==> src/sv/firdf_pkg.sv <==
// ----------------------------------------------------------------------------
// firdf_pkg
// shared widths, types and saturation limits of the direct-form fir filter
// ----------------------------------------------------------------------------
package firdf_pkg;

   localparam int TAP_COUNT  = 8;              // taps in use, 2 .. 8
   localparam int COEF_REGS  = 8;              // coefficient registers on the bus
   localparam int LINE_DEPTH = TAP_COUNT - 1;  // past samples kept
   localparam int SAMPLE_W   = 16;
   localparam int PROD_W     = 2 * SAMPLE_W;
   localparam int ACC_W      = 40;
   localparam int FRAC_W     = 15;
   localparam int CSR_AW     = 5;
   localparam int CSR_DW     = 32;
   localparam int REG_IDX_W  = $clog2(COEF_REGS);

   typedef logic signed [SAMPLE_W-1:0]   sample_type;
   typedef logic signed [PROD_W-1:0]     product_type;
   typedef logic signed [ACC_W-1:0]      acc_type;
   typedef sample_type  [TAP_COUNT-1:0]  window_type;
   typedef sample_type  [COEF_REGS-1:0]  coef_array_type;
   typedef product_type [TAP_COUNT-1:0]  prod_array_type;

   localparam sample_type SAT_HI     = 16'sh7FFF;
   localparam sample_type SAT_LO     = 16'sh8000;
   localparam acc_type    ROUND_BIAS = acc_type'(1) <<< (FRAC_W - 1);

endpackage

==> src/sv/firdf_round.sv <==
// ----------------------------------------------------------------------------
// firdf_round
// round half up to q1.15, saturate, result register
// ----------------------------------------------------------------------------
module firdf_round import firdf_pkg::*; (
   input  logic        clock,
   input  logic        reset,
   input  logic        in_valid,
   input  logic        stage_en,
   input  acc_type     acc,
   output logic        out_valid,
   output sample_type  sample_out
);

   acc_type    rnd;
   sample_type y_ff, y_in;
   logic       valid_ff;

   assign rnd = (acc + ROUND_BIAS) >>> FRAC_W;

   always_comb begin
      if (rnd > acc_type'(SAT_HI)) begin
         y_in = SAT_HI;
      end else if (rnd < acc_type'(SAT_LO)) begin
         y_in = SAT_LO;
      end else begin
         y_in = rnd[SAMPLE_W-1:0];
      end
   end

   always_ff @(posedge clock) begin
      if (reset) begin
         valid_ff <= 1'b0;
      end else if (stage_en) begin
         valid_ff <= in_valid;
      end
   end

   always_ff @(posedge clock) begin
      if (stage_en && in_valid) begin
         y_ff <= y_in;
      end
   end

   assign out_valid  = valid_ff;
   assign sample_out = y_ff;

endmodule

==> config.mk <==
export PLATFORM = sky130hd
export DESIGN_NAME = firdf_round
export DESIGN_NICKNAME = d
export VERILOG_FILES = /design/src/sv/firdf_pkg.sv /design/src/sv/firdf_round.sv
export SDC_FILE = /design/constraint.sdc
export NUM_CORES = 1
export LEC_CHECK = 0
export BUFFER_PORTS_ARGS = -buffer_cell sky130_fd_sc_hd__buf_2
export CORE_MARGIN = 2
export CORE_UTILIZATION = 25
export CTS_BUF_LIST = sky130_fd_sc_hd__clkbuf_4
export DETAILED_ROUTE_END_ITERATION = 16
export PLACE_DENSITY = 0.45
export SLEW_MARGIN = 20
export SYNTH_ARGS = -nofsm -noshare
export SYNTH_HDL_FRONTEND = slang
export SYNTH_SLANG_ARGS = --single-unit
==> constraint.sdc <==
create_clock -name clock -period 4 [get_ports clock]
set_clock_uncertainty 0.1 [all_clocks]
set_input_delay 0.8 -clock clock [delete_from_list [all_inputs] [get_ports clock]]
set_output_delay 0.8 -clock clock [all_outputs]
set_load 0.05 [all_outputs]
==> flow_metrics.env <==
export IMPL_grt_pass1_wl_um=5230
export IMPL_crit_start="acc[25]"
export IMPL_dieHeight_um=78.3
export IMPL_period_share_pct=70.3
export IMPL_period_minus_slack_ns=2.81
export IMPL_hpwl_um=2580
export IMPL_hp_class="flip-flop to flip-flop"
export IMPL_io_buffers=46
export IMPL_grt_max_degree=18
export IMPL_dieArea_mm2=0.00613
export IMPL_relSlewSlack_pct=52.6
export IMPL_finish_utilization_pct=32.0
export IMPL_synth_seq_area_share_pct=36.3
export IMPL_syn_num_nets=175
export IMPL_ios=61
export IMPL_cts_htree_levels=1
export IMPL_start_util_pct=25.5
export IMPL_yosys_top_cells_area="edfxtp_1, o22ai_2, xor2_1, xnor2_1, nand3_1"
export IMPL_ant_nets=0
export IMPL_clock_fmax_mhz=356
export IMPL_postSynthCellCount=130
export IMPL_syn2layout_area_growth_pct=25.2
export IMPL_wl_um=3220
export IMPL_syn_avg_cell_area_um2=10.6
export IMPL_wl_per_cell_um=12.8
export IMPL_rsz0062_at_grt="no"
export IMPL_synthArstFlopShare_pct=0
export IMPL_status="completed"
export IMPL_cts_resized=0
export IMPL_via_per_inst=4.97
export IMPL_power_leakage_nw=0.701
export IMPL_clock_path_buffers=2
export IMPL_die_width_um=78.3
export IMPL_gp_congestion=0.883
export IMPL_yosys_area_top_type="edfxtp_1"
export IMPL_diodes=0
export IMPL_cts_tree="yes"
export IMPL_ys_warn_count=0
export IMPL_track_usage_pct=10.6
export IMPL_peakVddDrop_mv=0.0886
export IMPL_clkLatencyLatePin_ns=0.28
export IMPL_synth_edf_count=16
export IMPL_arrival_ns=2.74
export IMPL_overflow=0
export IMPL_clk_pin_slew_worst_paths_ns=0.09
export IMPL_required_ns=3.93
export IMPL_synth_seq_cells=17
export IMPL_hold_viol=0
export IMPL_tightestPinTransition_ns=0.711
export IMPL_synth_distinct_cells=42
export IMPL_critPathKind="input port to flip-flop"
export IMPL_hold_path_startpoint="out_valid$_SDFFE_PP0P_"
export IMPL_maxCapViolations=0
export IMPL_remaining_drc_errors=0
export IMPL_cpMaxStageDelayCell="or4_4"
export IMPL_report_final_slew_viol_count=0
export IMPL_antenna_found_initial=0
export IMPL_via_count=1247
export IMPL_cts_root_buffer_cell="clkbuf_4"
export IMPL_crit_fanout=15
export IMPL_worstSetupStartpointType="input port"
export IMPL_r2r_start="out_valid$_SDFFE_PP0P_"
export IMPL_cts_hold_buf=0
export IMPL_synth_ff_type="edfxtp_1"
export IMPL_core_mm2=0.00541
export IMPL_synth_top_area_share_pct=34.8
export IMPL_layout_drive_gt1_share_pct=39.7
export IMPL_setup_viol=0
export IMPL_drtIter0Drc=66
export IMPL_nets=225
export IMPL_final_common_cell="buf_2"
export IMPL_layout_common_cells="buf_2, edfxtp_1, nand3_1, o22ai_2"
export IMPL_clock_sinks=17
export IMPL_slowest_delay_ns=0.60
export IMPL_tns_ns=0
export IMPL_crit_chain="buf_2 > nand3_1 > or4_4 > mux2i_1 > a211oi_1 > o2111a_1 > buf_4 > o22ai_1"
export IMPL_powerDensity_mw_per_mm2=257
export IMPL_grt_pass1_vias=1105
export IMPL_dr_pass1_iters=4
export IMPL_crit_path_end_kind="flip-flop"
export IMPL_num_rows=27
export IMPL_post_cts_setup_buffer_count=0
export IMPL_synthesis_area_mm2=0.00138
export IMPL_numCtsBuffers=3
-- power breakdown --
group | switching, mW | total (mW) | internal, mW
Clock | 0.0491 | 0.0946 | 0.0455
Sequential | 0.00233 | 0.211 | 0.209
Combinational | 0.0936 | 0.138 | 0.0443
Total | 0.145 | 0.444 | 0.299
-- flip-flops by register name, summed over array words and instances, names as in the netlist --
signal	count
out_valid	1
sample_out	16
-- synth_stat cells, types with 2 or more instances --
cell and count:
a211oi_1 2, a21oi_1 4, and3_1 7, and4_1 4, buf_2 2, edfxtp_1 16
inv_1 3, mux2i_1 2, nand2_1 8, nand3_1 10, nand4_1 4, nand4_4 2
nor2_1 8, nor2b_1 2, nor4b_1 2, o22ai_1 5, o22ai_2 10, xnor2_1 7
xnor2_2 2, xor2_1 8
-- worst paths after layout --
kind	to	slack, ns	cells past startpoint
worst max-delay path	sample_out[11]$_SDFFCE_PN1P_	1.19	8
worst min-delay path	out_valid$_SDFFE_PP0P_	0.41	2
worst max register to register	out_valid$_SDFFE_PP0P_	3.31	2
worst min register to register	out_valid$_SDFFE_PP0P_	0.41	2
-- per-stage QoR --
stage	instances	area [µm²]	power, mW	worst slack (ns)	hold WS, ns
floorplan	130	1380	0.307	1.19	0.629
global placement	247	1700	0.351	0.878	0.365
detailed placement	247	1700	0.354	0.862	0.394
CTS	251	1730	0.448	1.16	0.416
global route	251	1730	0.465	1.04	0.481
finish	251	1730	0.444	1.19	0.405
-- worst max-delay path: cells and delay by family --
kind,cells,cell delay [ns]
AND/OR/NAND/NOR,2,0.86
buffers and inverters,2,0.36
AO/OA/AOI/OAI,3,0.58
multiplexers,1,0.15
-- metal layers --
| layer | part of all wire [%] | global-route usage [%] | routed length [µm] |
|---|---|---|---|
| met1 | 47 | 14.2 | 1510 |
| met2 | 45 | 17.2 | 1450 |
| met4 | 0.84 | 4.56 | 27 |
| met5 | 0 | 0 | 0 |
| met3 | 7.1 | 1.26 | 229 |
-- kinds of logic after synthesis --
kind of cell             synth area share (%)
multiplexers                             1.45
buffers and inverters                    3.17
AO/OA/AOI/OAI                            18.4
XOR/XNOR                                 11.9
flip-flops                               36.3
AND/OR/NAND/NOR                          27.9
adder cells (fa/ha/maj)                 0.906
-- area by class of cell --
| cell class | instances | area (µm²) |
|---|---|---|
| clock buffer | 4 | 30.0 |
| fill | 571 | 3680 |
| inverter | 3 | 11.3 |
| multi-input combinational | 105 | 836 |
| sequential | 17 | 500 |
| tap | 72 | 90.1 |
| timing repair buffer | 50 | 260 |
Power figures use the tool's default switching activity.
