## config.mk

```make
export PLATFORM = sky130hd
export DESIGN_NAME = firdf_csr
export DESIGN_NICKNAME = d
export VERILOG_FILES = /design/src/sv/firdf_pkg.sv /design/src/sv/firdf_csr.sv
export SDC_FILE = /design/constraint.sdc
export NUM_CORES = 1
export LEC_CHECK = 0
export ABC_AREA = 1
export BUFFER_PORTS_ARGS = -buffer_cell sky130_fd_sc_hd__clkbuf_2
export CAP_MARGIN = 5
export CORE_MARGIN = 2
export CORE_UTILIZATION = 56
export DETAILED_ROUTE_END_ITERATION = 8
export HOLD_SLACK_MARGIN = 0.1
export PLACE_DENSITY = 0.92
export SYNTH_ARGS = -nofsm -noshare
export SYNTH_HDL_FRONTEND = slang
export SYNTH_SLANG_ARGS = --single-unit
export TNS_END_PERCENT = 20
```

## constraint.sdc

```tcl
create_clock -name clock -period 2.2 [get_ports clock]
set_input_delay 0.11 -clock clock [delete_from_list [all_inputs] [get_ports clock]]
set_output_delay 0.11 -clock clock [all_outputs]
set_load 0.1 [all_outputs]
```

## src/sv/firdf_pkg.sv

```systemverilog
// ----------------------------------------------------------------------------
// firdf_pkg
// shared widths, types and saturation limits of the direct-form fir filter
// ----------------------------------------------------------------------------
package firdf_pkg;

   localparam int TAP_COUNT  = 8;              // taps in use, 2 .. 8
   localparam int COEF_REGS  = 8;              // coefficient registers on the bus
   localparam int LINE_DEPTH = TAP_COUNT - 1;  // past samples kept
   localparam int SAMPLE_W   = 16;
   localparam int PROD_W     = 2 * SAMPLE_W;
   localparam int ACC_W      = 40;
   localparam int FRAC_W     = 15;
   localparam int CSR_AW     = 5;
   localparam int CSR_DW     = 32;
   localparam int REG_IDX_W  = $clog2(COEF_REGS);

   typedef logic signed [SAMPLE_W-1:0]   sample_type;
   typedef logic signed [PROD_W-1:0]     product_type;
   typedef logic signed [ACC_W-1:0]      acc_type;
   typedef sample_type  [TAP_COUNT-1:0]  window_type;
   typedef sample_type  [COEF_REGS-1:0]  coef_array_type;
   typedef product_type [TAP_COUNT-1:0]  prod_array_type;

   localparam sample_type SAT_HI     = 16'sh7FFF;
   localparam sample_type SAT_LO     = 16'sh8000;
   localparam acc_type    ROUND_BIAS = acc_type'(1) <<< (FRAC_W - 1);

endpackage

```

## src/sv/firdf_csr.sv

```systemverilog
// ----------------------------------------------------------------------------
// firdf_csr
// apb-style coefficient register file
// ----------------------------------------------------------------------------
module firdf_csr import firdf_pkg::*; (
   input  logic                 clock,
   input  logic                 reset,
   input  logic                 csr_psel,
   input  logic                 csr_penable,
   input  logic                 csr_pwrite,
   input  logic [CSR_AW-1:0]    csr_paddr,
   input  logic [CSR_DW-1:0]    csr_pwdata,
   output logic [CSR_DW-1:0]    csr_prdata,
   output logic                 csr_pready,
   output coef_array_type       coef
);

   coef_array_type         coef_ff, coef_in;
   logic [REG_IDX_W-1:0]   idx;
   logic                   wr_en;

   assign idx        = csr_paddr[REG_IDX_W+1:2];
   assign csr_pready = 1'b1;
   assign wr_en      = csr_psel & csr_penable & csr_pwrite & csr_pready;

   always_comb begin
      coef_in = coef_ff;
      if (wr_en) begin
         coef_in[idx] = csr_pwdata[SAMPLE_W-1:0];
      end
   end

   always_ff @(posedge clock) begin
      if (reset) begin
         coef_ff <= '0;
      end else begin
         coef_ff <= coef_in;
      end
   end

   assign csr_prdata = CSR_DW'($signed(coef_ff[idx]));
   assign coef       = coef_ff;

endmodule

```

==> metrics.txt <==
# TYPE chip_impl_metric gauge
chip_impl_info{name="status",value="finished clean"} 1
chip_impl_info{name="synth_top_area_cell",value="dfxtp_1"} 1
chip_impl_metric{name="setup_violations",unit=""} 0
chip_impl_info{name="timing.critical_path.mode_cell",value="nand2_1"} 1
chip_impl_metric{name="grt_start_max_net_pins",unit=""} 64
chip_impl_info{name="worstSetupEndpointType",value="primary output"} 1
chip_impl_metric{name="worst_ep_arrival_time",unit="ps"} 1680
chip_impl_metric{name="hold-path-cell-count",unit=""} 5
chip_impl_metric{name="sw_frac_of_total",unit="%"} 29.5
chip_impl_metric{name="first_global_vias",unit=""} 6536
chip_impl_metric{name="total_length_of_routed_met3_wires",unit="mm"} 2.81
chip_impl_info{name="synth_top_cells_by_count",value="519 x nand2_1, 264 x nor2_1, 128 x dfxtp_1"} 1
chip_impl_metric{name="clk_latency",unit="ps"} 420
chip_impl_metric{name="clock-sinks",unit=""} 128
chip_impl_metric{name="cts-resized-gates",unit=""} 0
chip_impl_metric{name="routed-via-count",unit=""} 7519
chip_impl_metric{name="p_per_area",unit="nW/um2"} 677
chip_impl_metric{name="nets",unit=""} 1285
chip_impl_metric{name="drv.max_cap_violation_count",unit=""} 0
chip_impl_metric{name="achievable-frequency",unit="GHz"} 0.559
chip_impl_metric{name="max-clock-path-buffers",unit=""} 2
chip_impl_metric{name="antenna-diode-count",unit=""} 0
chip_impl_metric{name="totalWireLength",unit="mm"} 21.9
chip_impl_metric{name="report.final.slew_viol_count",unit=""} 0
chip_impl_metric{name="min_period_over_period",unit="%"} 81.3
chip_impl_metric{name="slew-limit-headroom",unit="%"} 53.9
chip_impl_metric{name="power.share.sequential",unit="%"} 42.0
chip_impl_info{name="hold-path-endpoint",value="coef[125]$_SDFFE_PP0P_"} 1
chip_impl_metric{name="synth.top_cell.area_share",unit="%"} 39.2
chip_impl_metric{name="drt_pass1_iterations",unit=""} 6
chip_impl_info{name="worstReg2RegEnd",value="coef[85]$_SDFFE_PP0P_"} 1
chip_impl_metric{name="vias_per_cell",unit=""} 5.38
chip_impl_metric{name="synth-async-reset-ratio",unit="%"} 0
chip_impl_metric{name="fraction_of_layout_cells_with_a_size_suffix_above_1",unit="%"} 20.3
chip_impl_metric{name="max_stage_delay",unit="ps"} 360
chip_impl_metric{name="preCtsSetupSlack",unit="ps"} 611
chip_impl_metric{name="worstPathRequired",unit="ps"} 2090
chip_impl_metric{name="overflow",unit=""} 0
chip_impl_metric{name="power.switching",unit="W"} 0.00167
chip_impl_metric{name="place_inst",unit=""} 1367
chip_impl_info{name="cp_cell_sequence",value="nand2_1 > nand2_1 > nand2_1 > nand2_1 > nand2_1 > nand2_2 > buf_12 > buf_12"} 1
chip_impl_metric{name="grt_pass1_wl",unit="mm"} 33.6
chip_impl_metric{name="post_layout_nonfiller_instances",unit=""} 1398
chip_impl_metric{name="setup-tns-final",unit="ps"} 0
chip_impl_metric{name="detail_route.wl_per_cell",unit="um"} 15.7
chip_impl_metric{name="synthToLayoutAreaGrowth",unit="%"} 28.1
chip_impl_info{name="crit_start",value="coef[127]$_SDFFE_PP0P_"} 1
chip_impl_info{name="worst_hold_startpoint",value="csr_pwdata[13]"} 1
chip_impl_metric{name="post_synth.cell_area_avg",unit="um2"} 5.92
chip_impl_metric{name="power.share.combinational",unit="%"} 14.2
chip_impl_metric{name="post_synth_instance_area",unit="um2"} 6530
chip_impl_metric{name="yosys.cell_types.count",unit=""} 15
chip_impl_info{name="synth.area.top_cells",value="dfxtp_1 39%, nand2_1 30%, nor2_1 15%, nand3_1 5.4%, buf_4 3.9%"} 1
chip_impl_info{name="topRoutingLayerUsed",value="met4"} 1
chip_impl_info{name="crit_slowest_cell",value="dfxtp_2"} 1
chip_impl_metric{name="finalHoldWorstSlack",unit="ps"} 179
chip_impl_metric{name="hpwlAfterDp",unit="mm"} 14.6
chip_impl_info{name="hold_class",value="in -> reg"} 1
chip_impl_metric{name="max-vdd-ir-drop",unit="uV"} 466
chip_impl_metric{name="cts_made_buffers",unit=""} 17
chip_impl_metric{name="detail-route-antenna-nets",unit=""} 0
chip_impl_metric{name="worstMarginPinSlew",unit="ps"} 690
chip_impl_metric{name="route.detailed.drc",unit=""} 0
chip_impl_metric{name="detail_route.iter0.violations",unit=""} 748
chip_impl_info{name="ctsRootBufferMaster",value="clkbuf_16"} 1
chip_impl_metric{name="timing.final.hold_violations",unit=""} 0
chip_impl_metric{name="layout_min_cycle_time",unit="ps"} 1790
chip_impl_metric{name="fp.dieW",unit="um"} 112
chip_impl_metric{name="net_count_synth",unit=""} 1145
chip_impl_metric{name="syn_inst",unit=""} 1103
chip_impl_metric{name="synth.ff_latch_count",unit=""} 128
chip_impl_info{name="worst-setup-path-type",value="reg -> out"} 1
chip_impl_metric{name="post_cts_hold_buffer_count",unit=""} 0
chip_impl_metric{name="p_leak",unit="nW"} 4.24
chip_impl_metric{name="fp.coreArea",unit="um2"} 11400
chip_impl_metric{name="length_in_cells_of_the_worst_reg_to_reg_path",unit=""} 2
chip_impl_metric{name="starting_utilization_of_the_core_area",unit="%"} 57.2
chip_impl_info{name="grt_setup_unrepaired",value="false"} 1
chip_impl_metric{name="reg2reg_setup_slack",unit="ps"} 1540
chip_impl_metric{name="skew",unit="ps"} 0
chip_impl_metric{name="wl_met2",unit="mm"} 9.46
chip_impl_metric{name="share_clk_of_total_power",unit="%"} 43.9
chip_impl_metric{name="ys_seq_area_share",unit="%"} 39.2
chip_impl_metric{name="intPower",unit="W"} 0.00399
chip_impl_metric{name="largest_register_ff_count",unit=""} 128
chip_impl_info{name="tritoncts",value="built"} 1
chip_impl_metric{name="initial_antenna_violation_count",unit=""} 0
chip_impl_metric{name="met1Wirelength",unit="mm"} 8.24
chip_impl_info{name="post-synth-top-count-cell",value="nand2_1"} 1
chip_impl_metric{name="design.die.area",unit="um2"} 12500
chip_impl_metric{name="numPortBuffers",unit=""} 183
chip_impl_info{name="dominantRegCellSynth",value="dfxtp_1"} 1
chip_impl_metric{name="critPathMaxFanout",unit=""} 17
chip_impl_metric{name="die_h",unit="um"} 112
chip_impl_metric{name="num_rows",unit=""} 39
chip_impl_metric{name="worst_slack",unit="ps"} 411
chip_impl_metric{name="number_of_setup_buffers_added_after_cts",unit=""} 0
chip_impl_info{name="setup.worst_path.start_class",value="register"} 1
chip_impl_metric{name="synth-edff-count",unit=""} 0
chip_impl_metric{name="clk_pin_slew",unit="ps"} 60
chip_impl_metric{name="grtUsageTotal",unit="%"} 34.2
chip_impl_metric{name="cts_max_level",unit=""} 4
chip_impl_metric{name="ys_warnings",unit=""} 0
chip_impl_metric{name="floorplan.io_pins",unit=""} 203
chip_impl_metric{name="weighted_congestion_at_the_end_of_routability_driven_global_placement",unit=""} 0.950
chip_impl_info{name="regToRegStartpoint",value="coef[85]$_SDFFE_PP0P_"} 1
==> worst max-delay path by stage <==
stage                           endpoint  slack, ps  depth (start not counted)
floorplan                  csr_prdata[0]        150                          6
global placement          csr_prdata[31]        640                         11
detailed placement  coef[7]$_SDFFE_PP0P_        610                          7
CTS                       csr_prdata[24]        440                          8
global route              csr_prdata[15]        390                          8
finish                    csr_prdata[31]        410                          8
==> power groups by stage <==
stage	clock network, W	registers [W]	logic, W
final	0.00248	0.00238	0.000803
after global placement	0	0.00242	0.000775
after global routing	0.00258	0.00238	0.000840
after floorplan	0	0.00263	0.000377
after CTS	0.00247	0.00238	0.000789
after detailed placement	0	0.00242	0.000784
==> critical path, delay by kind of cell (launching register included) <==
family,cells,cell delay [ps]
buf+inv,2,430
flops,1,360
simple gates,6,440
==> layout by cell type, fill, tap and decap left out, types with 8 or more instances in the layout <==
| cell type | synthesis | final |
|---|---|---|
| buf_4 | 34 | 17 |
| clkbuf_2 | 0 | 151 |
| buf_12 | 0 | 36 |
| clkbuf_16 | 0 | 17 |
| nor2_1 | 264 | 264 |
| dfxtp_2 | 0 | 8 |
| nand3_1 | 71 | 71 |
| nand2_1 | 519 | 518 |
| inv_1 | 18 | 17 |
| dfxtp_1 | 128 | 120 |
==> kinds of logic (layout without fill, tap and decap cells) <==
family	after synthesis	count (layout)	synth area share [%]
AND/OR/NAND/NOR	869	869	52.3
other	1	1	0.0574
flip-flops	128	128	39.2
buffers and inverters	105	257	8.46
==> per-layer routing <==
metal	vias to the layer above	GRT usage [%]
met5	-	0
met4	0	22.7
met3	95	8.59
met2	531	50.5
met1	3294	44.5
li1	3599	-
==> metrics by stage <==
stage / area, um2 / power, W / util, %
floorplan: 6550 / 0.00301 / -
global placement: 7860 / 0.00320 / 68.8
detailed placement: 7860 / 0.00321 / 68.8
CTS: 8370 / 0.00564 / 73.3
global route: 8370 / 0.00580 / 73.3
finish: 8370 / 0.00566 / 73.3
==> layout make-up <==
cell class / count / area (um2)
multi-input cells: 870 / 3420
clock buffers: 24 / 472
flip-flops and latches: 128 / 2570
inverters: 22 / 83.8
fillers: 890 / 3050
clock inverters: 7 / 37.5
well taps: 143 / 179
repair buffers: 204 / 1600
Note: power is estimated with default switching activity, not from simulation.
