File: src/sv/firdf_pkg.sv
// ----------------------------------------------------------------------------
// firdf_pkg
// shared widths, types and saturation limits of the direct-form fir filter
// ----------------------------------------------------------------------------
package firdf_pkg;

   localparam int TAP_COUNT  = 8;              // taps in use, 2 .. 8
   localparam int COEF_REGS  = 8;              // coefficient registers on the bus
   localparam int LINE_DEPTH = TAP_COUNT - 1;  // past samples kept
   localparam int SAMPLE_W   = 16;
   localparam int PROD_W     = 2 * SAMPLE_W;
   localparam int ACC_W      = 40;
   localparam int FRAC_W     = 15;
   localparam int CSR_AW     = 5;
   localparam int CSR_DW     = 32;
   localparam int REG_IDX_W  = $clog2(COEF_REGS);

   typedef logic signed [SAMPLE_W-1:0]   sample_type;
   typedef logic signed [PROD_W-1:0]     product_type;
   typedef logic signed [ACC_W-1:0]      acc_type;
   typedef sample_type  [TAP_COUNT-1:0]  window_type;
   typedef sample_type  [COEF_REGS-1:0]  coef_array_type;
   typedef product_type [TAP_COUNT-1:0]  prod_array_type;

   localparam sample_type SAT_HI     = 16'sh7FFF;
   localparam sample_type SAT_LO     = 16'sh8000;
   localparam acc_type    ROUND_BIAS = acc_type'(1) <<< (FRAC_W - 1);

endpackage

File: src/sv/firdf_taps.sv
// ----------------------------------------------------------------------------
// firdf_taps
// delay line and input register holding the window of one item
// ----------------------------------------------------------------------------
module firdf_taps import firdf_pkg::*; (
   input  logic        clock,
   input  logic        reset,
   input  logic        in_valid,
   input  logic        stage_en,
   input  sample_type  sample_in,
   output logic        win_valid,
   output window_type  win
);

   sample_type [LINE_DEPTH-1:0] line_ff, line_in;
   window_type                  win_ff, win_in;
   logic                        valid_ff;
   logic                        take;

   assign take = in_valid & stage_en;

   always_comb begin
      win_in     = win_ff;
      line_in    = line_ff;
      if (take) begin
         win_in[0] = sample_in;
         for (int k = 1; k < TAP_COUNT; k++) begin
            win_in[k] = line_ff[k-1];
         end
         for (int k = 1; k < LINE_DEPTH; k++) begin
            line_in[k] = line_ff[k-1];
         end
         line_in[0] = sample_in;
      end
   end

   always_ff @(posedge clock) begin
      if (reset) begin
         valid_ff <= 1'b0;
         line_ff  <= '0;
      end else begin
         line_ff <= line_in;
         if (stage_en) begin
            valid_ff <= in_valid;
         end
      end
   end

   always_ff @(posedge clock) begin
      win_ff <= win_in;
   end

   assign win_valid = valid_ff;
   assign win       = win_ff;

endmodule

File: config.mk
export PLATFORM = sky130hd
export DESIGN_NAME = firdf_taps
export DESIGN_NICKNAME = d
export VERILOG_FILES = /design/src/sv/firdf_pkg.sv /design/src/sv/firdf_taps.sv
export SDC_FILE = /design/constraint.sdc
export NUM_CORES = 1
export LEC_CHECK = 0
export BUFFER_PORTS_ARGS = -buffer_cell sky130_fd_sc_hd__buf_2
export CAP_MARGIN = 20
export CELL_PAD_IN_SITES_DETAIL_PLACEMENT = 1
export CELL_PAD_IN_SITES_GLOBAL_PLACEMENT = 2
export CORE_MARGIN = 8
export CORE_UTILIZATION = 35
export DETAILED_ROUTE_END_ITERATION = 16
export GPL_TIMING_DRIVEN = 0
export PLACE_DENSITY = 0.73
export SYNTH_ARGS = -nofsm -noshare
export SYNTH_HDL_FRONTEND = slang
export SYNTH_SLANG_ARGS = --single-unit
File: constraint.sdc
create_clock -name clock -period 3.4 [get_ports clock]
set_clock_uncertainty 0.15 [all_clocks]
set_input_delay 0.85 -clock clock [delete_from_list [all_inputs] [get_ports clock]]
set_output_delay 0.85 -clock clock [all_outputs]
set_load 0.01 [all_outputs]
==> impl_metrics.py, run 1 <==
metrics = {
    "power_and_ir_drop": {
        "power_leakage_nw": 4.207,
        "ir_drop_v": 0.0002638,
        "p_per_area_nw_per_um2": 602.5,
    },
    "drt": {
        "drc": 0,
        "first_pass_iters": 4,
        "wl_per_cell_um": 17.83,
        "drt-initial-drc-count": 135,
        "via_per_inst": 4.445,
        "postRouteWirelength_mm": 18.32,
        "ant_nets": 0,
        "vias": 4565,
    },
    "critical_path": {
        "crit_path_max_fanout": 91,
        "cp.required_ps": 3400,
        "startpoint_type": "primary input",
        "critPathKind": "in2reg",
        "crit_arrival_ps": 2190,
        "cp-end-kind": "register",
    },
    "final_layout": {
        "drive_gt1_share_pct": 28.53,
        "final.fill_count": 2392,
        "area_growth_pct": 24.37,
        "diodes": 0,
        "finish.instance_area_um2": 10180,
        "finalNetCount": 708,
    },
    "clock_network": {
        "clockBufferDepth": 3,
        "path_clk_slew_ps": 60,
        "cts-htree-levels": 1,
        "ctsHoldBuffers": 0,
        "cts_tree": "built",
        "clock-sinks": 241,
        "cts_root_buffer": "clkbuf_16",
        "clock_latency_ps": 520,
        "cts_buffers": 26,
        "cts_resized": 0,
        "cts_setup_buffers": 0,
    },
    "synth": {
        "synthesis.nets": 534,
        "netlist_instances": 514,
        "synth_commonest_cells": "edfxtp_1, dfxtp_1, nand2b_1, mux2i_1, nand4b_1",
        "ys_async_sr_fraction_pct": 0,
        "synth-edff-count": 128,
        "ys_seq_elements": 241,
        "synthTopCellsByArea": "edfxtp_1, dfxtp_1, mux2i_1, nand2b_1, nand4b_1",
        "synth_top_area_share_pct": 46.97,
        "syn-cell-area_um2": 8184,
        "yosysMostFrequentCell": "edfxtp_1",
        "synth_seq_area_share_pct": 74.61,
        "synth-main-ff-cell": "edfxtp_1",
        "synth_cell_types": 15,
        "syn_area_per_cell_um2": 15.92,
        "yosysTopAreaCell": "edfxtp_1",
        "yosysWarnings": 0,
    },
    "floorplanning": {
        "initial_core_util_pct": 35.29,
        "io_pins": 149,
        "row_count": 56,
        "core_area_um2": 23190,
        "die-width_um": 168.9,
        "die_h_um": 168.9,
        "die_area_um2": 28530,
    },
    "sta": {
        "setup_ws_ps": 1213,
        "finalCritPeriodShare_pct": 64.33,
        "hold_viol_final": 0,
        "rsz0062_at_grt": "no",
        "fin_crit_ps": 2187,
        "tightest_slew_ps": 576.4,
        "fmax_mhz": 457.2,
        "slew-limit-headroom_pct": 61.57,
        "slew_violations": 0,
        "setup_viol": 0,
    },
    "global_route": {
        "grt_pass1_wl_mm": 28.59,
        "grt_max_degree": 92,
        "grt_pass1_vias": 5135,
        "grtUsageTotal_pct": 12.75,
        "grt_overflow": 0,
        "grt_antenna_before_repair": 1,
    },
    "outcome": {
        "outcome": "finished clean",
    },
    "placement": {
        "place_area_um2": 9343,
        "dp_hpwl_mm": 13.68,
        "port-buffer-count": 145,
        "post-place-ws_ps": 659.6,
        "gp_congestion": 0.7449,
    },
    "job": {
        "drv_cap": 0,
    },
    "min_path": {
        "min_path_type": "reg2reg",
    },
}
[worst max-delay path, stage by stage]
cell and delay [ps]:
buf_4 150, nand2_4 100, inv_2 180, buf_6 410, buf_16 410
[sequential cells by signal (all words and copies together) (netlist names)]
name	cells
line_ff	112
win	128
win_valid	1
[layout by cell type (no fill, tap or decap)]
cell type	Yosys	layout
bufinv_16	0	1
o21ai_1	2	2
buf_16	0	1
buf_4	2	2
clkbuf_8	0	4
clkinvlp_4	0	1
clkinv_2	0	5
buf_6	6	7
buf_2	6	150
clkbuf_2	1	1
clkbuf_1	14	21
dfxtp_1	113	113
nand2_4	1	1
mux2i_1	96	96
inv_2	1	1
nand2b_1	113	113
a21oi_1	1	1
nand4b_1	16	16
clkinv_1	0	2
clkinv_4	0	1
clkbuf_16	0	27
edfxtp_1	128	128
o21ai_0	14	14
[report_power, final]
group | total (mW) | leakage [nW] | switching, mW | internal [mW]
Combinational | 0.275 | 1.64 | 0.165 | 0.111
Clock | 2.70 | 0.411 | 1.09 | 1.62
Sequential | 3.15 | 2.16 | 0.0230 | 3.13
[kinds of logic (layout without fill, tap and decap cells)]
logic type	Yosys count	in the layout	share of synthesized area (%)
DFF	241	241	74.61
and+or+nand+nor	130	130	10.49
muxes	96	96	11.74
buffers and inverters	30	224	2.125
AOI/OAI and AO/OA	17	17	1.040
[layer usage]
metal / vias up / GRT usage [%] / wire [um]
li1: 2198 / - / -
met1: 2218 / 14.33 / 7381
met2: 124 / 22.44 / 9115
met3: 25 / 4.356 / 1482
met4: 0 / 3.960 / 336
met5: - / 0 / 0
[worst paths after layout]
path | cells past startpoint | startpoint | slack [ps] | to
worst max-delay path | 5 | stage_en | 1210 | win[113]
worst min-delay path | 0 | line_ff[43] | 280 | win[59]
worst max register to register | 2 | line_ff[15] | 2510 | line_ff[31]
worst min register to register | 0 | line_ff[43] | 280 | win[59]
[cell type report]
type	instances	area, um2	area share, %
Clock inverter	10	78.83	0.7744
Buffer	29	176.4	1.733
Multi-Input combinational cell	243	1904	18.71
Clock buffer	38	757.0	7.437
Inverter	1	3.754	0.03688
Timing Repair Buffer	146	753.2	7.400
Sequential cell	241	6106	59.99
Tap cell	319	399.1	3.921
[stage by stage]
step / utilization [%] / hold slack (ps) / total power [mW] / TNS, ps / instances
after floorplan: - / 259.3 / 3.378 / 0 / 514
after global placement: 40.14 / 264.4 / 3.494 / -92730 / 978
after detailed placement: 40.28 / 265.8 / 3.502 / 0 / 979
after CTS: 43.89 / 279.0 / 6.225 / 0 / 1027
after global routing: 43.89 / 289.3 / 6.365 / 0 / 1027
final: 43.89 / 279.4 / 6.132 / 0 / 1027
No activity file was read; power rests on OpenSTA's default activity.
==> run 2, diff against run 1 <==
==> constraint.sdc (replaced) <==
create_clock -name clock -period 1.86 [get_ports clock]
set_clock_uncertainty 0.15 [all_clocks]
set_input_delay 0.465 -clock clock [delete_from_list [all_inputs] [get_ports clock]]
set_output_delay 0.465 -clock clock [all_outputs]
set_load 0.01 [all_outputs]
==> run 2 against run 1 <==
Register-to-register slack worse by 1500 ps. Power rose by 81%. Utilization is 0.45 points higher. Clock power increased by 79%. Worst setup slack lost 1000 ps. Routed wire length shrank 0.54%. Critical path depth down 4. First-iteration DRC count increased by 8.1%. Count of clock-buffer cells in the layout grew 1. Largest cell class unchanged.
==> impl_metrics.py, run 2 (synthesis gave the netlist of run 1 again) <==
metrics = {
    "final_layout": {
        "stdcell_count": 1040,
        "finalNetCount": 722,
        "drive_gt1_share_pct": 27.08,
        "largest_reg_flops": 128,
        "finish.instance_area_um2": 10280,
        "final_cell_mix": "buf_2, edfxtp_1, nand2b_1, dfxtp_1, mux2i_1",
        "final_common_cell": "buf_2",
        "area_growth_pct": 25.64,
        "postLayoutCoreUtil_pct": 44.34,
    },
    "floorplanning": {
        "io_pins": 149,
        "row_count": 56,
        "initial_core_util_pct": 35.29,
        "core_area_um2": 23190,
        "die_area_um2": 28530,
        "die-width_um": 168.9,
        "die_h_um": 168.9,
    },
    "power_and_ir_drop": {
        "p_sw_mw": 2.271,
        "p_total_mw": 11.13,
        "power_leakage_nw": 4.242,
        "p_per_area_nw_per_um2": 1082,
        "ir_drop_v": 0.0005816,
        "p_int_mw": 8.857,
        "clockPowerShare_pct": 43.5,
        "switching_share_pct": 20.41,
        "power_frac_seq_pct": 51.8,
        "combPwrFrac_pct": 4.7,
    },
    "drt": {
        "ant_nets": 0,
        "via_per_inst": 4.399,
        "drc": 0,
        "postRouteWirelength_mm": 18.22,
        "vias": 4575,
        "wl_per_cell_um": 17.52,
        "drt-initial-drc-count": 146,
        "first_pass_iters": 4,
    },
    "clock_network": {
        "cts_resized": 0,
        "path_clk_slew_ps": 60,
        "clockBufferDepth": 3,
        "clock-sinks": 241,
        "cts_tree": "built",
        "cts_buffers": 25,
        "clock_latency_ps": 510,
        "cts_root_buffer": "clkbuf_16",
        "cts-htree-levels": 1,
    },
    "critical_path": {
        "critical_path_buf_inv_count": 1,
        "cp_cell_sequence": "buf_2",
        "cp-end-kind": "primary output",
        "slowest_delay_ps": 410,
        "slowest_stage": "edfxtp_1",
        "startpoint_type": "register",
        "crit_arrival_ps": 1070,
        "path_delay_family": "flip-flops",
        "crit_path_max_fanout": 1,
        "cp.required_ps": 1240,
        "critPathKind": "reg2out",
    },
    "sta": {
        "holdWs_ps": 161.3,
        "finalCritPeriodShare_pct": 90.67,
        "tightest_slew_ps": 726.5,
        "rsz0062_at_grt": "no",
        "setup_ws_ps": 173.5,
        "tns_ps": 0,
        "setup_viol": 0,
        "slew_violations": 0,
        "hold_viol_final": 0,
        "fmax_mhz": 592.9,
        "fin_crit_ps": 1687,
        "slew-limit-headroom_pct": 51.57,
    },
    "job": {
        "drv_cap": 0,
    },
    "global_route": {
        "grt_max_degree": 138,
        "grt_overflow": 0,
        "grt_antenna_before_repair": 0,
        "grt_pass1_vias": 5111,
        "grtUsageTotal_pct": 12.80,
        "grt_pass1_wl_mm": 29.04,
    },
    "placement": {
        "port-buffer-count": 145,
        "post-place-ws_ps": -267.0,
        "dp.cells": 978,
        "place_area_um2": 9324,
        "gp_congestion": 0.7070,
        "dp_hpwl_mm": 13.10,
    },
    "min_path": {
        "min_path_type": "in2reg",
    },
    "outcome": {
        "outcome": "finished clean",
    },
}
run 2: cell types whose count changed in the layout (fill, tap and decap cells not counted):
| cell | delta |
|---|---|
| clkbuf_1 | +3 |
| clkinv_2 | -3 |
| clkinvlp_4 | -1 |
| buf_6 | -1 |
| diode_2 | +1 |
| clkbuf_16 | -2 |
| dlygate4sd3_1 | +16 |
| buf_16 | -1 |
| clkinv_4 | -1 |
| bufinv_16 | +1 |
| buf_12 | +1 |
run 2: cell type report:
| type | count | area (um2) |
|---|---|---|
| clock inverter | 6 | 77.57 |
| clock buffer | 39 | 718.2 |
| multi-input combinational | 243 | 1904 |
| buffer | 29 | 185.2 |
| fill | 2347 | 12910 |
| tap | 319 | 399.1 |
| antenna | 1 | 2.502 |
| timing repair buffer | 161 | 885.9 |
| sequential | 241 | 6106 |
| inverter | 1 | 3.754 |
run 2: worst paths after layout:
check / end / cells past startpoint / slack (ps) / startpoint
max: win[75] / 1 / 170 / win[75]
min: line_ff[1] / 3 / 160 / stage_en
max reg2reg: line_ff[31] / 2 / 1000 / line_ff[15]
min reg2reg: win[43] / 0 / 280 / line_ff[27]
run 2: per-layer routing:
| layer | part of all wire (%) | global-route usage (%) | vias to the layer above |
|---|---|---|---|
| li1 | - | - | 2229 |
| met1 | 42 | 14.90 | 2195 |
| met2 | 48 | 22.28 | 120 |
| met3 | 7.5 | 3.960 | 31 |
| met4 | 2.0 | 3.843 | 0 |
| met5 | 0 | 0 | - |
run 2: repair_timing:
action	CTS	global route
endpoints found under the hold margin	16	0
setup buffers	0	0
hold buffers	16	0
run 2: power groups by stage:
stage / Clock (mW) / Sequential (mW) / Combinational [mW]
2_1_floorplan: 0 / 5.93 / 0.242
3_3_place_gp: 0 / 5.88 / 0.506
3_5_place_dp: 0 / 5.88 / 0.516
4_1_cts: 4.99 / 5.77 / 0.543
5_1_grt: 5.19 / 5.78 / 0.571
6_report: 4.84 / 5.77 / 0.524
==> run 3, diff against run 2 <==
--- a/config.mk
+++ b/config.mk
@@ -10,10 +10,10 @@
 export CELL_PAD_IN_SITES_DETAIL_PLACEMENT = 1
 export CELL_PAD_IN_SITES_GLOBAL_PLACEMENT = 2
 export CORE_MARGIN = 8
-export CORE_UTILIZATION = 35
+export CORE_UTILIZATION = 39
 export DETAILED_ROUTE_END_ITERATION = 16
 export GPL_TIMING_DRIVEN = 0
-export PLACE_DENSITY = 0.73
+export PLACE_DENSITY = 0.75
 export SYNTH_ARGS = -nofsm -noshare
 export SYNTH_HDL_FRONTEND = slang
 export SYNTH_SLANG_ARGS = --single-unit
==> constraint.sdc (replaced) <==
create_clock -name clock -period 1.59 [get_ports clock]
set_clock_uncertainty 0.15 [all_clocks]
set_input_delay 0.3975 -clock clock [delete_from_list [all_inputs] [get_ports clock]]
set_output_delay 0.3975 -clock clock [all_outputs]
set_load 0.01 [all_outputs]
==> run 3 against run 2 <==
Global-route usage rose by 1.0 points. The run now ends with negative setup slack left. Cell area grew 1.0%. Non-clock buffer count unchanged.
==> impl_metrics.py, run 3 (synthesis gave the netlist of run 1 again) <==
metrics = {
    "outcome": {
        "outcome": "complete, but fails checks",
        "failed_checks": "negative setup slack",
    },
    "sta": {
        "setup_viol": 19,
        "finalCritPeriodShare_pct": 103.1,
        "rsz0062_at_grt": "yes",
        "tightest_slew_ps": 661.2,
        "hold_viol_final": 0,
        "tns_ps": -430.2,
        "setup_ws_ps": -48.83,
        "fmax_mhz": 610.2,
        "fin_crit_ps": 1639,
        "slew_violations": 0,
        "slew-limit-headroom_pct": 55.92,
    },
    "floorplanning": {
        "die_h_um": 160.9,
        "core_area_um2": 20820,
        "die-width_um": 160.9,
        "row_count": 53,
        "initial_core_util_pct": 39.30,
        "io_pins": 149,
        "die_area_um2": 25880,
    },
    "drt": {
        "drt-initial-drc-count": 107,
        "via_per_inst": 4.609,
        "wl_per_cell_um": 18.07,
        "vias": 4604,
        "first_pass_iters": 4,
        "drc": 0,
        "postRouteWirelength_mm": 18.06,
        "ant_nets": 0,
    },
    "critical_path": {
        "crit_arrival_ps": 1090,
        "slowest_delay_ps": 420,
        "critPathKind": "reg2out",
        "path_delay_family": "flip-flops",
        "startpoint_type": "register",
        "cp_cell_sequence": "buf_2",
        "r2r-start": "line_ff[15]",
        "cp.required_ps": 1040,
        "slowest_stage": "edfxtp_1",
        "crit_path_max_fanout": 1,
        "regToRegEndpoint": "line_ff[31]",
        "path_depth": 1,
        "reg2reg_slack_ps": 730,
        "r2r_cells": 2,
        "critical_path_buf_inv_count": 1,
        "cp-end-kind": "primary output",
    },
    "final_layout": {
        "final.fill_count": 2103,
        "postLayoutCoreUtil_pct": 49.87,
        "largest_reg_flops": 128,
        "drive_gt1_share_pct": 28.08,
        "final_cell_mix": "buf_2, edfxtp_1, nand2b_1, dfxtp_1, mux2i_1",
        "finalNetCount": 723,
        "ff_latch_area_um2": 6106,
        "area_growth_pct": 26.89,
        "final_common_cell": "buf_2",
        "multi_input_area_um2": 1913,
    },
    "clock_network": {
        "cts-htree-levels": 1,
        "clock_latency_ps": 510,
        "cts_setup_buffers": 0,
        "clock-sinks": 241,
        "clockBufferDepth": 3,
        "cts_buffers": 26,
        "path_clk_slew_ps": 60,
        "cts_tree": "built",
        "cts_root_buffer": "clkbuf_16",
    },
    "global_route": {
        "grt_max_degree": 138,
        "grt_overflow": 0,
        "grt_pass1_wl_mm": 28.67,
        "grtUsageTotal_pct": 13.80,
        "grt_pass1_vias": 5137,
        "grt_antenna_before_repair": 0,
    },
    "min_path": {
        "min_from": "stage_en",
        "min_delay_worst_endpoint": "line_ff[0]",
        "min_path_type": "in2reg",
        "whs_path_depth": 3,
    },
    "job": {
        "drv_cap": 0,
    },
    "placement": {
        "dp_hpwl_mm": 13.08,
        "port-buffer-count": 145,
        "gp_congestion": 0.7390,
    },
    "power_and_ir_drop": {
        "ir_drop_v": 0.0007947,
        "p_per_area_nw_per_um2": 1287,
        "power_leakage_nw": 4.294,
    },
}
[run 3: cell types whose count changed in the layout (fill, tap and decap cells not counted), sizes merged]
cell,previous run,this run
bufinv,2,3
clkinv,4,7
inv,1,3
clkbuf,54,48
clkinvlp,0,3
[run 3: through the flow]
step	power [mW]	hold WS (ps)	setup WS (ps)	instances	cell area, um2
finish	13.37	73.15	-48.83	999	10390
CTS	13.58	54.83	-70.70	998	10330
global route	13.89	68.65	-85.08	998	10380
floorplan	7.230	259.3	8.865	514	8230
detailed placement	7.490	267.3	-247.9	934	9300
global placement	7.471	263.6	-220.3	934	9300
[run 3: how the worst max path moves through the flow]
stage / start / end / slack [ps]
after detailed placement: stage_en / win[117] / -250
final: win[67] / win[67] / -50
after floorplan: in_valid / win[0] / 9
after global routing: win[75] / win[75] / -90
after CTS: win[75] / win[75] / -70
after global placement: stage_en / win[101] / -220
[run 3: final cells by class]
type / count / area share (%)
Multi-Input combinational cell: 243 / 18.42
Buffer: 29 / 1.928
Antenna cell: 1 / 0.02410
Inverter: 1 / 0.1084
Tap cell: 275 / 3.313
Clock inverter: 15 / 1.578
Timing Repair Buffer: 161 / 9.012
Sequential cell: 241 / 58.79
Clock buffer: 33 / 6.819
[run 3: report_power, final]
group          internal (mW)  total, mW  switching (mW)
combinational          0.272      0.630           0.358
clock                   3.65       5.99            2.34
sequential              6.70       6.75          0.0525
total                   10.6       13.4            2.75
[run 3: what timing repair did]
item / 4_1_cts / 5_1_grt
hold endpoints to repair: 26 / 0
hold buffers: 16 / 0
pin swaps: 0 / 0
setup endpoints to repair: 86 / 122
gates cloned: 0 / 0
resized for setup: 0 / 10
[run 3: worst register-to-register path, delay by kind of cell, from the launching register on]
family / cells / cell delay [ps]
muxes: 1 / 100
and+or+nand+nor: 1 / 190
DFF: 1 / 310
[run 3: routing by layer]
metal | vias to the layer above | global-route usage [%] | share of wire (%)
li1 | 2236 | - | -
met1 | 2219 | 15.42 | 41
met2 | 126 | 24.22 | 49
met3 | 23 | 5.580 | 9.0
met4 | 0 | 3.114 | 1.3
met5 | - | 0 | 0
