`config.mk`:
```
export PLATFORM = sky130hd
export DESIGN_NAME = firdf_acc
export DESIGN_NICKNAME = d
export VERILOG_FILES = /design/src/sv/firdf_pkg.sv /design/src/sv/firdf_acc.sv
export SDC_FILE = /design/constraint.sdc
export NUM_CORES = 1
export LEC_CHECK = 0
export BUFFER_PORTS_ARGS = -buffer_cell sky130_fd_sc_hd__buf_2
export CAP_MARGIN = 5
export CORE_MARGIN = 5
export CORE_UTILIZATION = 45
export DETAILED_ROUTE_END_ITERATION = 8
export GPL_TIMING_DRIVEN = 0
export PLACE_DENSITY = 0.76
export SLEW_MARGIN = 20
export SYNTH_ARGS = -nofsm -noshare
export SYNTH_HDL_FRONTEND = slang
export SYNTH_SLANG_ARGS = --single-unit
export TNS_END_PERCENT = 10
```
`constraint.sdc`:
```
create_clock -name clock -period 4.7 [get_ports clock]
set_input_delay 0.47 -clock clock [delete_from_list [all_inputs] [get_ports clock]]
set_output_delay 0.47 -clock clock [all_outputs]
set_load 0.01 [all_outputs]
```
`src/sv/firdf_pkg.sv`:
```
// ----------------------------------------------------------------------------
// firdf_pkg
// shared widths, types and saturation limits of the direct-form fir filter
// ----------------------------------------------------------------------------
package firdf_pkg;

   localparam int TAP_COUNT  = 8;              // taps in use, 2 .. 8
   localparam int COEF_REGS  = 8;              // coefficient registers on the bus
   localparam int LINE_DEPTH = TAP_COUNT - 1;  // past samples kept
   localparam int SAMPLE_W   = 16;
   localparam int PROD_W     = 2 * SAMPLE_W;
   localparam int ACC_W      = 40;
   localparam int FRAC_W     = 15;
   localparam int CSR_AW     = 5;
   localparam int CSR_DW     = 32;
   localparam int REG_IDX_W  = $clog2(COEF_REGS);

   typedef logic signed [SAMPLE_W-1:0]   sample_type;
   typedef logic signed [PROD_W-1:0]     product_type;
   typedef logic signed [ACC_W-1:0]      acc_type;
   typedef sample_type  [TAP_COUNT-1:0]  window_type;
   typedef sample_type  [COEF_REGS-1:0]  coef_array_type;
   typedef product_type [TAP_COUNT-1:0]  prod_array_type;

   localparam sample_type SAT_HI     = 16'sh7FFF;
   localparam sample_type SAT_LO     = 16'sh8000;
   localparam acc_type    ROUND_BIAS = acc_type'(1) <<< (FRAC_W - 1);

endpackage

```
`src/sv/firdf_acc.sv`:
```
// ----------------------------------------------------------------------------
// firdf_acc
// exact sum of the tap products into the wide accumulator
// ----------------------------------------------------------------------------
module firdf_acc import firdf_pkg::*; (
   input  logic            clock,
   input  logic            reset,
   input  logic            in_valid,
   input  logic            stage_en,
   input  prod_array_type  prod,
   output logic            acc_valid,
   output acc_type         acc
);

   acc_type acc_ff, acc_in;
   logic    valid_ff;

   always_comb begin
      acc_in = '0;
      for (int k = 0; k < TAP_COUNT; k++) begin
         acc_in = acc_in + acc_type'($signed(prod[k]));
      end
   end

   always_ff @(posedge clock) begin
      if (reset) begin
         valid_ff <= 1'b0;
      end else if (stage_en) begin
         valid_ff <= in_valid;
      end
   end

   always_ff @(posedge clock) begin
      if (stage_en && in_valid) begin
         acc_ff <= acc_in;
      end
   end

   assign acc_valid = valid_ff;
   assign acc       = acc_ff;

endmodule

```
==> results of run 1 <==
==> registers in the layout, summed over array words and instances (netlist names) <==
signal and cells:
acc 39, acc_valid 1
==> metal layers <==
| layer | vias up | GRT usage, % | part of all wire [%] |
|---|---|---|---|
| met1 | 3019 | 21.4 | 38 |
| li1 | 3098 | - | - |
| met4 | 0 | 5.74 | 3.4 |
| met2 | 229 | 33.1 | 52 |
| met3 | 31 | 2.45 | 6.1 |
| met5 | - | 0 | 0 |
==> worst register-to-register path, stage by stage (launching register included) <==
cell and delay (ns):
dfxtp_1 0.31, a21oi_1 0.12, nor2_1 0.05
==> where the power goes <==
part / total (uW) / leakage (uW) / switching (uW) / internal (uW)
clock: 379 / 0.0000808 / 129 / 250
sequential: 1000 / 0.000373 / 36.3 / 964
combinational: 6960 / 0.00536 / 3980 / 2980
total: 8340 / 0.00581 / 4140 / 4190
==> cells in the final DEF (no fill, tap or decap), types with 6 or more instances in the layout <==
cell type / instances
a21oi_1: 29
o21ai_1: 10
nand2b_1: 6
xnor2_1: 20
edfxtp_1: 39
nand2_1: 20
nand4_1: 6
o21ai_0: 14
inv_1: 359
a21o_1: 13
buf_2: 305
a31oi_1: 7
fa_1: 195
nor2_1: 21
nand3_1: 7
ha_1: 37
xor2_1: 10
==> how the worst max path moves through the flow <==
stage	startpoint	endpoint	slack [ns]	cells past startpoint
2_1_floorplan	prod[98]	acc[18]	0.16	18
4_1_cts	prod[98]	acc[24]	0.01	19
3_5_place_dp	prod[98]	acc[18]	-0.45	19
5_1_grt	prod[98]	acc[36]	-0.03	19
3_3_place_gp	prod[98]	acc[18]	-0.40	19
6_report	prod[102]	acc[33]	0.13	17
==> final cells by class <==
type	instances	area, um2
multi-input cells	453	5830
flip-flops and latches	40	1190
repair buffers	301	1520
plain buffers	8	43.8
inverters	359	1350
fillers	1591	7770
clock buffers	6	129
clock inverters	2	35.0
well taps	229	287
==> cells by family (layout without fill, tap and decap cells) <==
logic type | count (synthesis) | count (layout) | share of synthesized area [%]
xor gates and xnor gates | 30 | 30 | 3.14
DFF | 40 | 40 | 14.2
adders and majority gates | 233 | 233 | 52.4
buffers and inverters | 367 | 676 | 16.6
and+or+nand+nor | 81 | 81 | 4.92
AOI/OAI and AO/OA | 109 | 109 | 8.71
==> stage by stage <==
stage               utilization, %  area [um2]  worst slack (ns)
floorplan                        -        8370             0.160
global placement              56.0       10200            -0.400
detailed placement            56.1       10200            -0.447
CTS                           57.1       10400           0.00951
global route                  57.2       10400           -0.0279
finish                        57.2       10400             0.132
==> timing repair <==
| action | 4_1_cts | 5_1_grt |
|---|---|---|
| resized for setup | 4 | 5 |
| gates cloned | 0 | 0 |
| setup endpoints to repair | 8 | 10 |
| pin swaps | 0 | 4 |
| endpoints found under the hold margin | 0 | 0 |
==> reports/qor.yml, run 1 <==
setup_path:
  path_class: "in2reg"
  cp_top_family: "adder cells"
  r2r-end: "acc_valid"
  cp.required_ns: 4.72
  crit_buf_inv: 5
  reg2regPathDepth: 2
  arrival_ns: 4.59
  critPathSlowestCell: "fa_1"
  crit_path_end_kind: "flop"
  worstReg2RegStart: "acc_valid"
  reg2reg_setup_slack_ns: 4.13
  startpoint_type: "input port"
  crit_path_max_incr_delay_ns: 0.53
  cp_max_fo: 5
  crit_chain: "buf_2 -> inv_1 -> fa_1 -> inv_1 -> fa_1 -> fa_1 -> inv_1 -> fa_1 -> inv_1 -> ha_1 -> a21o_1 -> a31o_2 -> o211ai_4 -> a21oi_2 -> a211oi_1 -> o21ai_1 -> xor2_1"
global_routing:
  grt_pass1_wl_um: 31500
  antenna_found_initial: 0
  grt_pass1_vias: 7012
  grt_overflow_total: 0
  grt_max_degree: 33
  grt_use_total_pct: 17.9
die:
  core_mm2: 0.0181
  fp-row-count: 49
  fp.dieW_um: 146
  initial_core_util_pct: 46.1
  fp.dieH_um: 146
  die_area_mm2: 0.0214
  io_pins: 301
logic_synthesis:
  syn_nets: 1353
  syn_inst: 860
  synthDistinctLibCells: 54
  synth_area_mm2: 0.00837
  synth_edf_count: 39
  syn_avg_cell_area_um2: 9.74
  ys_seq_area_share_pct: 14.2
  ys_async_sr_fraction_pct: 0
  yosysTopAreaCell: "fa_1"
  ys_ff_latch: 40
  synth_top_area_share_pct: 46.9
  yosysWarningCount: 0
  synthFlopType: "edfxtp_1"
  ys_top_cells_by_count: "inv_1 (359), fa_1 (196), edfxtp_1 (39)"
  synthMostInstantiatedCell: "inv_1"
  synth_area_leaders: "fa_1 (47%), inv_1 (16%), edfxtp_1 (14%), ha_1 (5.5%), xnor2_1 (2.1%)"
sta:
  hold_viol: 0
  setup_tns_ns: 0
  post-route-period-util_pct: 97.2
  whs_ns: 0.344
  setup_viol: 0
  maxSlewViolCount: 0
  fmax_ghz: 0.219
  rsz0062_at_grt: "true"
  tightest_slew_ns: 0.454
  slew_headroom_pct: 69.4
  clock-skew-final_ns: 0
  layout_min_cycle_time_ns: 4.57
clock_tree:
  cts_setup_buffers: 0
  cts_hold_buf: 0
  cts_tree: "built"
  cts_buffers: 5
  insertion_delay_ns: 0.28
  clkTransAtPathRegs_ns: 0.06
  cts_max_level: 2
  cts.sink_count: 40
  cts_max_path_buffers: 2
  cts_root_buffer: "clkbuf_16"
placed_design:
  dp_cells: 1390
  gp_congestion: 0.875
  place_hpwl_um: 17400
  io_buffers: 300
worst_hold_path:
  hold_path_end: "acc_valid"
  min_path_type: "in2reg"
  hold-path-cell-count: 2
  hold_start: "reset"
power_and_ir_drop:
  leakage_uw: 0.00581
  finalPower_uw: 8340
  powerDensity_mw_per_mm2: 803
  ir_worst_vdd_mv: 0.479
final_layout:
  fin_nets: 1661
  synthToLayoutAreaGrowth_pct: 24.0
  instances_no_fill: 1398
  antenna_cells: 0
  drive_gt1_share_pct: 29.1
route:
  wl_um: 18500
  vias: 6377
  first_pass_iters: 4
  ant_nets: 0
  drt_iter0_drc: 204
  viasPerCell: 4.56
  wl_per_cell_um: 13.2
  post-route-drc-count: 0
job:
  maxCapViolCount: 0
outcome:
  status: "complete, no violations"
No activity file was read; power rests on OpenSTA's default activity.
==> inputs of run 2 (changes only) <==
==> constraint.sdc (replaced) <==
create_clock -name clock -period 3.8 [get_ports clock]
set_input_delay 0.38 -clock clock [delete_from_list [all_inputs] [get_ports clock]]
set_output_delay 0.38 -clock clock [all_outputs]
set_load 0.01 [all_outputs]
==> run 2 against run 1 <==
Effect of this change: the flow now finishes with violations (negative setup slack); worst setup slack worse by 0.60 ns; cell area grew 4.4%; routed wire length rose by 5.9%; via count up 2.4%; register-to-register slack worse by 0.91 ns; non-clock buffer count rose by 11; die area did not move; sequential power up 25%; cell count grew 0.79%; global-route usage rose by 0.55 points; critical endpoint is now acc[23]; largest cell class unchanged; largest power group unchanged.
==> reports/qor.yml, run 2 (synthesis gave the netlist of run 1 again) <==
die:
  fp.dieH_um: 146
  fp-row-count: 49
  initial_core_util_pct: 46.1
  die_area_mm2: 0.0214
  core_mm2: 0.0181
  fp.dieW_um: 146
  io_pins: 301
setup_path:
  arrival_ns: 4.30
  critPathSlowestCell: "fa_1"
  crit_buf_inv: 5
  startpoint_type: "input port"
  worstSetupStartpoint: "prod[102]"
  crit_end: "acc[23]"
  r2r-end: "acc_valid"
  reg2regPathDepth: 2
  crit_path_max_incr_delay_ns: 0.55
  crit_chain: "buf_6 -> inv_2 -> fa_1 -> inv_2 -> fa_1 -> fa_1 -> inv_1 -> fa_1 -> inv_2 -> ha_4 -> a21o_1 -> a31o_4 -> o211ai_4 -> and2b_4 -> o21ai_4 -> o31a_1 -> xnor2_2"
  cp_common_cell: "fa_1"
  cp.required_ns: 3.83
  cp_top_family: "adder cells"
  cp_max_fo: 5
  path_class: "in2reg"
  worstReg2RegStart: "acc_valid"
  crit_cells: 17
  reg2reg_setup_slack_ns: 3.22
  crit_path_end_kind: "flop"
sta:
  rsz0062_at_grt: "true"
  slew_headroom_pct: 56.5
  post-route-period-util_pct: 112
  tightest_slew_ns: 0.653
  setup_tns_ns: -8.85
  fmax_ghz: 0.234
  fin_ws_ns: -0.472
  layout_min_cycle_time_ns: 4.27
  clock-skew-final_ns: 0
  maxSlewViolCount: 0
  setup_viol: 29
  hold_viol: 0
clock_tree:
  cts_root_buffer: "clkbuf_16"
  cts_buffers: 5
  cts_max_path_buffers: 2
  clkTransAtPathRegs_ns: 0.07
  insertion_delay_ns: 0.29
  cts_max_level: 2
  cts_tree: "built"
  cts.sink_count: 40
global_routing:
  grt_use_total_pct: 18.4
  grt_use_met1_pct: 22.7
  grt_overflow_total: 0
  busiest_layer: "met2"
  grtUsageMet2_pct: 34.0
  grt_pass1_wl_um: 32800
  grt_pass1_vias: 7232
  use_met3_pct: 2.32
  grt_max_degree: 25
  antenna_found_initial: 0
job:
  maxCapViolCount: 0
route:
  wl_per_cell_um: 13.9
  viasPerCell: 4.64
  first_pass_iters: 4
  drt_iter0_drc: 253
  wl_um: 19600
  post-route-drc-count: 0
  vias: 6533
  ant_nets: 0
final_layout:
  largest_register_ffs: 39
  antenna_cells: 0
  instances_no_fill: 1409
  synthToLayoutAreaGrowth_pct: 29.4
  fin_nets: 1672
  mostFrequentLayoutCells: "inv_1 (346), buf_2 (299), fa_1 (192)"
  final_common_cell: "inv_1"
  drive_gt1_share_pct: 34.4
power_and_ir_drop:
  p_sw_uw: 5930
  internal-power_uw: 6130
  combPwrFrac_pct: 85.6
  powerDensity_mw_per_mm2: 1110
  leakage_uw: 0.00591
  seq_power_share_pct: 10.3
  clockPowerShare_pct: 4.1
  p_sw_share_pct: 49.2
  ir_worst_vdd_mv: 0.581
placed_design:
  gp_congestion: 0.891
  place_hpwl_um: 17800
  io_buffers: 300
  dp_cells: 1390
outcome:
  violations: "negative setup slack"
  status: "finished with violations"
worst_hold_path:
  min_path_type: "in2reg"
## run 2: worst min path at each step
stage	startpoint	to	slack, ns	cells past startpoint
final	reset	acc_valid	0.25	2
after global routing	reset	acc_valid	0.25	2
after CTS	reset	acc_valid	0.24	2
after detailed placement	acc_valid	acc_valid	0.49	2
after global placement	acc_valid	acc_valid	0.47	2
after floorplan	reset	acc_valid	0.45	1
## run 2: power by group through the flow
| stage | combinational [uW] | sequential, uW | clock, uW |
|---|---|---|---|
| 3_5_place_dp | 8660 | 1260 | 0 |
| 5_1_grt | 11400 | 1270 | 518 |
| 6_report | 10300 | 1250 | 496 |
| 4_1_cts | 9240 | 1250 | 504 |
| 3_3_place_gp | 8470 | 1240 | 0 |
| 2_1_floorplan | 6480 | 1380 | 0 |
## run 2: layout make-up
type	instances	area (um2)
plain buffers	8	48.8
clock buffers	5	125
clock inverters	3	42.5
fillers	1531	7310
inverters	359	1360
multi-input cells	453	6140
flip-flops and latches	40	1190
well taps	229	287
repair buffers	312	1640
## run 2: per-layer routing
layer | part of all wire, % | vias to the layer above
li1 | - | 3120
met4 | 2.4 | 0
met2 | 54 | 240
met5 | 0 | -
met1 | 37 | 3144
met3 | 6.2 | 29
## run 2: repair_timing
item,in CTS,in global routing
setup buffers,4,7
hold buffers,0,0
setup endpoints to repair,30,31
gates resized for setup,29,49
pin swaps,13,20
## run 2: per-stage QoR
step / total power [uW] / area [um2] / util, % / hold slack, ns / worst slack (ns)
floorplan: 7870 / 8430 / - / 0.452 / -0.421
global placement: 9710 / 10200 / 56.3 / 0.472 / -1.04
detailed placement: 9910 / 10200 / 56.4 / 0.490 / -1.03
CTS: 11000 / 10600 / 58.2 / 0.241 / -0.500
global route: 13100 / 10800 / 59.7 / 0.249 / -0.580
finish: 12100 / 10800 / 59.7 / 0.245 / -0.472
==> inputs of run 3 (changes only) <==
--- a/config.mk
+++ b/config.mk
@@ -8,10 +8,10 @@
 export BUFFER_PORTS_ARGS = -buffer_cell sky130_fd_sc_hd__buf_2
 export CAP_MARGIN = 5
 export CORE_MARGIN = 5
-export CORE_UTILIZATION = 45
+export CORE_UTILIZATION = 52
 export DETAILED_ROUTE_END_ITERATION = 8
 export GPL_TIMING_DRIVEN = 0
-export PLACE_DENSITY = 0.76
+export PLACE_DENSITY = 0.83
 export SLEW_MARGIN = 20
 export SYNTH_ARGS = -nofsm -noshare
 export SYNTH_HDL_FRONTEND = slang
==> constraint.sdc (replaced) <==
create_clock -name clock -period 4.35 [get_ports clock]
set_input_delay 0.435 -clock clock [delete_from_list [all_inputs] [get_ports clock]]
set_output_delay 0.435 -clock clock [all_outputs]
set_load 0.01 [all_outputs]
==> run 3 against run 2 <==
Effect of this change: the run still ends with negative setup slack left; register-to-register slack improved by 0.53 ns; cell area fell by 2.8%; critical path type unchanged; highest routed layer unchanged; first-iteration DRC count is 6.3% higher; clock-buffer cell count is the same; combinational power is 23% lower; non-clock buffer count decreased by 6; sequential power is 14% lower; clock power down 13%; global-route usage grew 1.6 points; critical path depth up 4; via count decreased by 0.17%; power decreased by 21%.
==> reports/qor.yml, run 3 (synthesis gave the netlist of run 1 again) <==
power_and_ir_drop:
  clockPowerShare_pct: 4.6
  internal-power_uw: 4770
  combPwrFrac_pct: 84.0
  p_sw_uw: 4720
  seq_power_share_pct: 11.4
  p_sw_share_pct: 49.8
  powerDensity_mw_per_mm2: 901
  leakage_uw: 0.00586
  finalPower_uw: 9490
  ir_worst_vdd_mv: 0.633
sta:
  rsz0062_at_grt: "true"
  hold_viol: 0
  clock-skew-final_ns: 0
  maxSlewViolCount: 0
  tightest_slew_ns: 0.566
  setup_viol: 12
  fmax_ghz: 0.226
  slew_headroom_pct: 62.0
  post-route-period-util_pct: 102
  layout_min_cycle_time_ns: 4.42
  fin_ws_ns: -0.0719
  whs_ns: 0.308
global_routing:
  grt_pass1_wl_um: 30000
  use_met3_pct: 2.65
  grt_use_total_pct: 20.0
  antenna_found_initial: 0
  grt_max_degree: 30
  grtUsageMet2_pct: 38.7
  busiest_layer: "met2"
  grt_pass1_vias: 7065
  grt_use_met1_pct: 23.0
  grt_overflow_total: 0
die:
  core_mm2: 0.0158
  die_area_mm2: 0.0187
  fp.dieH_um: 137
  fp-row-count: 46
  initial_core_util_pct: 52.9
  io_pins: 301
  fp.dieW_um: 137
clock_tree:
  cts_max_path_buffers: 2
  clkTransAtPathRegs_ns: 0.06
  cts_root_buffer: "clkbuf_16"
  cts.sink_count: 40
  insertion_delay_ns: 0.28
  cts_buffers: 5
  cts_max_level: 2
  cts_tree: "built"
route:
  wl_per_cell_um: 13.4
  wl_um: 18600
  ant_nets: 0
  drt_iter0_drc: 269
  viasPerCell: 4.69
  post-route-drc-count: 0
  first_pass_iters: 6
  vias: 6522
final_layout:
  n_fill_cell: 1264
  fin_nets: 1666
  largest_register_ffs: 39
  antenna_cells: 0
  mostFrequentLayoutCells: "inv_1 (355), buf_2 (304), fa_1 (195)"
  final_common_cell: "inv_1"
  drive_gt1_share_pct: 30.8
  synthToLayoutAreaGrowth_pct: 25.7
placed_design:
  io_buffers: 300
  place_hpwl_um: 17300
  pre_cts_ws_ns: -0.717
  gp_congestion: 0.904
setup_path:
  cp.required_ns: 4.37
  crit_path_end_kind: "flop"
  cp_max_fo: 2
  arrival_ns: 4.44
  path_class: "in2reg"
  startpoint_type: "input port"
outcome:
  violations: "negative setup slack"
  status: "finished with violations"
worst_hold_path:
  min_path_type: "in2reg"
job:
  maxCapViolCount: 0
## run 3: changes by cell type in the layout (fill, tap and decap cells not counted), moves of 4 or more
cell and change:
inv_2 -8, buf_6 -5, buf_2 +5, ha_2 -4, ha_4 -5, buf_4 -5
o21ai_2 -4, inv_1 +9, ha_1 +9
## run 3: stage by stage
stage                     setup TNS, ns  utilization [%]  area (um2)  instances
after floorplan                  -0.119                -        8400        860
after global placement            -8.90             64.3       10200       1376
after CTS                        -0.784             66.1       10500       1389
final                            -0.553             66.5       10500       1390
after global routing              -3.23             66.5       10500       1390
after detailed placement          -9.05             64.4       10200       1377
## run 3: layer usage
metal  wire (um)  part of all wire [%]
met2       10200                    55
met3        1360                   7.3
met1        6640                    36
met5           0                     0
met4         437                   2.4
## run 3: power by group through the flow
stage / sequential, uW / clock, uW / combinational [uW]
global placement: 1090 / 0 / 7260
CTS: 1090 / 444 / 7820
finish: 1080 / 434 / 7970
floorplan: 1210 / 0 / 5610
global route: 1100 / 462 / 8890
detailed placement: 1100 / 0 / 7470
## run 3: area by class of cell
type | count | area [um2] | area share, %
Tap cell | 216 | 270 | 2.57
Clock inverter | 3 | 46.3 | 0.440
Sequential cell | 40 | 1190 | 11.3
Multi-Input combinational cell | 453 | 5940 | 56.4
Buffer | 8 | 43.8 | 0.416
Timing Repair Buffer | 306 | 1570 | 14.9
Clock buffer | 5 | 125 | 1.19
Inverter | 359 | 1350 | 12.8
## run 3: path summary, 6_finish.rpt
| check | cells after the start | to | slack, ns | start |
|---|---|---|---|---|
| worst max-delay path | 21 | acc[34] | -0.07 | prod[66] |
| worst min-delay path | 2 | acc_valid | 0.31 | reset |
| worst max register to register | 2 | acc_valid | 3.75 | acc_valid |
| worst min register to register | 2 | acc_valid | 0.51 | acc_valid |
## run 3: what timing repair did
item                                    4_1_cts  5_1_grt
cloned                                        0        0
pin swaps                                    10        8
gates resized for setup                      15       14
setup buffers                                 4        1
endpoints found under the setup margin       17       21
hold buffers                                  0        0
## run 3: critical path, stage by stage
cell and delay, ns:
buf_6 0.07, inv_2 0.03, fa_1 0.55, inv_2 0.05, fa_1 0.50, fa_1 0.50
inv_1 0.05, fa_1 0.43, inv_1 0.07, ha_2 0.17, inv_2 0.04, fa_2 0.36
nor2b_4 0.17, o2111ai_4 0.16, a21oi_2 0.22, buf_4 0.14, o21ai_2 0.07, nand3_2 0.10
buf_4 0.10, a21boi_1 0.06, xnor2_1 0.16
